$ cat src/rtl/spd_ram.sv
module spd_ram #(
   parameter int WIDTH = 32,
   parameter int DEPTH = 128,
   localparam int AW = $clog2(DEPTH)
) (
   input  logic             clock,
   input  logic             wr_en,
   input  logic [AW-1:0]    wr_addr,
   input  logic [WIDTH-1:0] wr_data,
   input  logic             rd_en,
   input  logic [AW-1:0]    rd_addr,
   output logic [WIDTH-1:0] rd_data
);

   logic [WIDTH-1:0] mem_ff [DEPTH];
   logic [WIDTH-1:0] rd_data_ff;

   always_ff @(posedge clock) begin
      if (wr_en) begin
         mem_ff[wr_addr] <= wr_data;
      end
      if (rd_en) begin
         rd_data_ff <= mem_ff[rd_addr];
      end
   end

   assign rd_data = rd_data_ff;

endmodule

$ cat config.mk
export PLATFORM = sky130hd
export DESIGN_NAME = spd_ram
export DESIGN_NICKNAME = d
export VERILOG_FILES = /design/src/rtl/spd_ram.sv
export SDC_FILE = /design/constraint.sdc
export NUM_CORES = 2
export LEC_CHECK = 0
export CELL_PAD_IN_SITES_DETAIL_PLACEMENT = 2
export CELL_PAD_IN_SITES_GLOBAL_PLACEMENT = 2
export CORE_ASPECT_RATIO = 0.7
export CORE_MARGIN = 4
export CORE_UTILIZATION = 35
export DETAILED_ROUTE_END_ITERATION = 7
export DONT_BUFFER_PORTS = 1
export PLACE_DENSITY_LB_ADDON = 0.1
export SLEW_MARGIN = 20
export SYNTH_ARGS = -nofsm -noshare
export SYNTH_HDL_FRONTEND = slang
export SYNTH_SLANG_ARGS = --single-unit
$ cat constraint.sdc
create_clock -name clock -period 6.5 [get_ports clock]
set_clock_uncertainty 0.15 [all_clocks]
set_input_delay 0.65 -clock clock [delete_from_list [all_inputs] [get_ports clock]]
set_output_delay 0.65 -clock clock [all_outputs]
set_load 0.05 [all_outputs]
==> metrics.md <==
| Metric | Value |
|---|---|
| Setup Crit Path Kind | `input port to register` |
| Prevailing post-synth register cell | `edfxtp_1` |
| Post-cts resize count | `0` |
| RSZ-0062 raised after global routing | `false` |
| Worst path max stage delay | `0.53 ns` |
| Register area share after synthesis | `79.2%` |
| Routability-driven placement congestion ratio | `0.730` |
| Io pins | `81` |
| First-pass GRT wire length | `687000 um` |
| Starting density of the core | `35.1%` |
| GR Util met3 | `4.53%` |
| PortBufs | `0` |
| Worst-Skew Late Latency | `1.01 ns` |
| Final setup viols | `0` |
| Synth cell count leaders | `4128 x edfxtp_1, 1344 x mux4_2, 182 x clkbuf_1` |
| WL per Instance | `39.9 um` |
| Slowest CP cell | `mux4_2` |
| Area Overhead vs Synth | `15.7%` |
| H-tree depth | `5` |
| Worst-path clk slew | `0.07 ns` |
| Met2 usage | `32.9%` |
| Syn. warnings | `0` |
| Synth Cell Area | `0.157 mm^2` |
| Die width | `807 um` |
| Max Cap Viol | `0` |
| Layout Cell Area excl Fill | `0.181 mm^2` |
| Post-route DRC | `0` |
| Req. time, crit path | `7.10 ns` |
| Crit-path most repeated cell | `buf_16` |
| Pre-antenna DRT Iters | `5` |
| Multiplexer share of the synthesized area | `19.6%` |
| Worst rel slew slack | `18.6%` |
| Post-route ant nets | `0` |
| Total Power | `56.9 mW` |
| Vias in the first global route | `75570` |
| Worst Hold Class | `input port to register` |
| Largest cells by area after synthesis | `edfxtp_1 79%, mux4_2 19%, clkbuf_1 0.44%, nor2_1 0.29%, buf_2 0.25%` |
| Crit-path max FO | `116` |
| Post-Synth XOR/XNOR Area | `0%` |
| CTS Sinks | `4128` |
| Initial antenna violation count | `69` |
| Synth Area in Compound Gates | `0%` |
| Post-synth EDFFs | `4128` |
| Post-route worst setup slack | `1.53 ns` |
| Area of the die | `0.458 mm^2` |
| Placed Area | `0.166 mm^2` |
| Share of the synthesized area in the top cell type | `79.2%` |
| Global route overflow | `0` |
| TritonCTS clock tree | `done` |
| Total negative slack | `0 ns` |
| Asr flop ratio synth | `0%` |
| Post-DP HPWL | `276000 um` |
| Pwr/cell area | `314 mW/mm^2` |
| Fin cells | `12719` |
| CP bufs+invs | `6` |
| Syn_area_per_cell | `26.1 um^2` |
| Nets | `6461` |
| Crit start category | `input port` |
| Synthesized flop and latch total | `4128` |
| Crit-path leading delay family | `buffers and inverters` |
| Peak Freq | `201 MHz` |
| Synth area leader | `edfxtp_1` |
| Routed wire length | `508000 um` |
| Time the worst path needs with I/O delays and setup | `4.97 ns` |
| Slew Limit Fails | `0` |
| Slew @ Worst Pin | `1.22 ns` |
| Clock root cell | `clkbuf_16` |
| Cell with the most instances after synthesis | `edfxtp_1` |
| Dpl cells | `11812` |
| P_leak | `54.7 nW` |
| Post-DR vias/cell | `5.63` |
| Busiest grt layer | `met1` |
| Post-layout util | `40.7%` |
| Gate count of the mapped netlist | `5990` |
| M1 GR Usage | `33.5%` |
| Unique masters post-synth | `16` |
| Final Hold Fails | `0` |
| DRT iter0 DRCs | `9843` |
| CP arrival | `5.56 ns` |
| Simple-gate share of the synthesized area | `0.445%` |
| VDD IR max | `251 uV` |
| Layout cells sized above 1 | `35.1%` |
| Synth Area in Adders | `0%` |
| Overall routing resource usage | `21.9%` |
| Cell Chain, Critical Path | `buf_16 -> buf_16 -> buf_16 -> buf_16 -> buf_16 -> buf_16 -> mux4_2 -> mux4_2 -> mux4_2 -> mux2_2` |
| Die Height | `568 um` |
| Status | `completed` |
| Setup slack at placement | `0.360 ns` |
| Pin count of the biggest net entering global routing | `257` |
| Mapped Nets | `6039` |
| Deepest clock path buffer count | `4` |
| Core box area | `0.446 mm^2` |
| TritonCTS Buffers | `418` |
| Hold Slack | `0.108 ns` |
| Tcrit/Tclk final | `76.4%` |
| Crit path capture type | `register` |
| Row cnt | `205` |
| Largest family of logic cells by synthesized area | `multiplexers` |
| Via count | `71623` |
## routing by layer
layer  routed length, um  share of wire, %  vias to the layer above
li1                    -                 -                    27457
met1              231000                46                    41213
met2              228000                45                     2382
met3               39700               7.8                      531
met4                7970               1.6                       40
met5                 252             0.050                        -
## what timing repair did
item | in CTS | in global routing
buffers inserted | 0 | 0
hold buffers | 78 | 0
endpoints found under the hold margin | 4227 | 0
## where the power goes
group          internal [mW]  total (mW)  switching (mW)
Sequential              29.4        29.6           0.159
Clock                   13.8        24.3            10.5
Combinational           1.11        2.97            1.86
## worst reg2reg max path: stages, from the launching register on
cell and delay [ns]:
edfxtp_1 0.37, mux4_2 0.47, mux4_2 0.67, mux4_2 0.64, mux2_2 0.32, dlygate4sd3_1 0.56
## flip-flops by register name (all words and copies together) (netlist names)
signal	flops
mem_ff	4096
rd_data	32
## final timing paths
check	start	end	slack, ns	cells after the start
worst max register to register	mem_ff[54][6]$_DFFE_PP_	rd_data[6]$_DFFE_PP_	3.13	5
worst min register to register	mem_ff[84][26]$_DFFE_PP_	rd_data[26]$_DFFE_PP_	1.03	4
worst min-delay path	wr_addr[2]	mem_ff[115][1]$_DFFE_PP_	0.11	3
worst max-delay path	rd_addr[2]	rd_data[19]$_DFFE_PP_	1.53	10
## placed cells by master, fill, tap and decap left out, types with 11 or more instances in the layout
| cell type | Yosys | layout |
|---|---|---|
| clkbuf_16 | 0 | 428 |
| bufinv_16 | 0 | 45 |
| nor2_4 | 0 | 119 |
| dlygate4sd3_1 | 0 | 42 |
| mux4_2 | 1344 | 1344 |
| nand2_1 | 14 | 11 |
| buf_16 | 0 | 56 |
| diode_2 | 0 | 68 |
| edfxtp_1 | 4128 | 4128 |
| clkbuf_1 | 182 | 77 |
| buf_4 | 3 | 194 |
| clkinv_1 | 0 | 102 |
| clkinv_2 | 0 | 84 |
| buf_12 | 0 | 26 |
| mux2_2 | 32 | 32 |
## kinds of logic after synthesis
group	count (synthesis)
and+or+nand+nor	170
muxes	1376
DFF	4128
buffers and inverters	316
## cell type report
class | count | area, um^2
Antenna cell | 68 | 170
Tap cell | 5899 | 7380
Sequential cell | 4128 | 124000
Clock inverter | 255 | 2400
Multi-Input combinational cell | 1546 | 32300
Timing Repair Buffer | 318 | 3940
Fill cell | 39858 | 264000
Clock buffer | 505 | 11000
(Power assumes the default switching activity.)
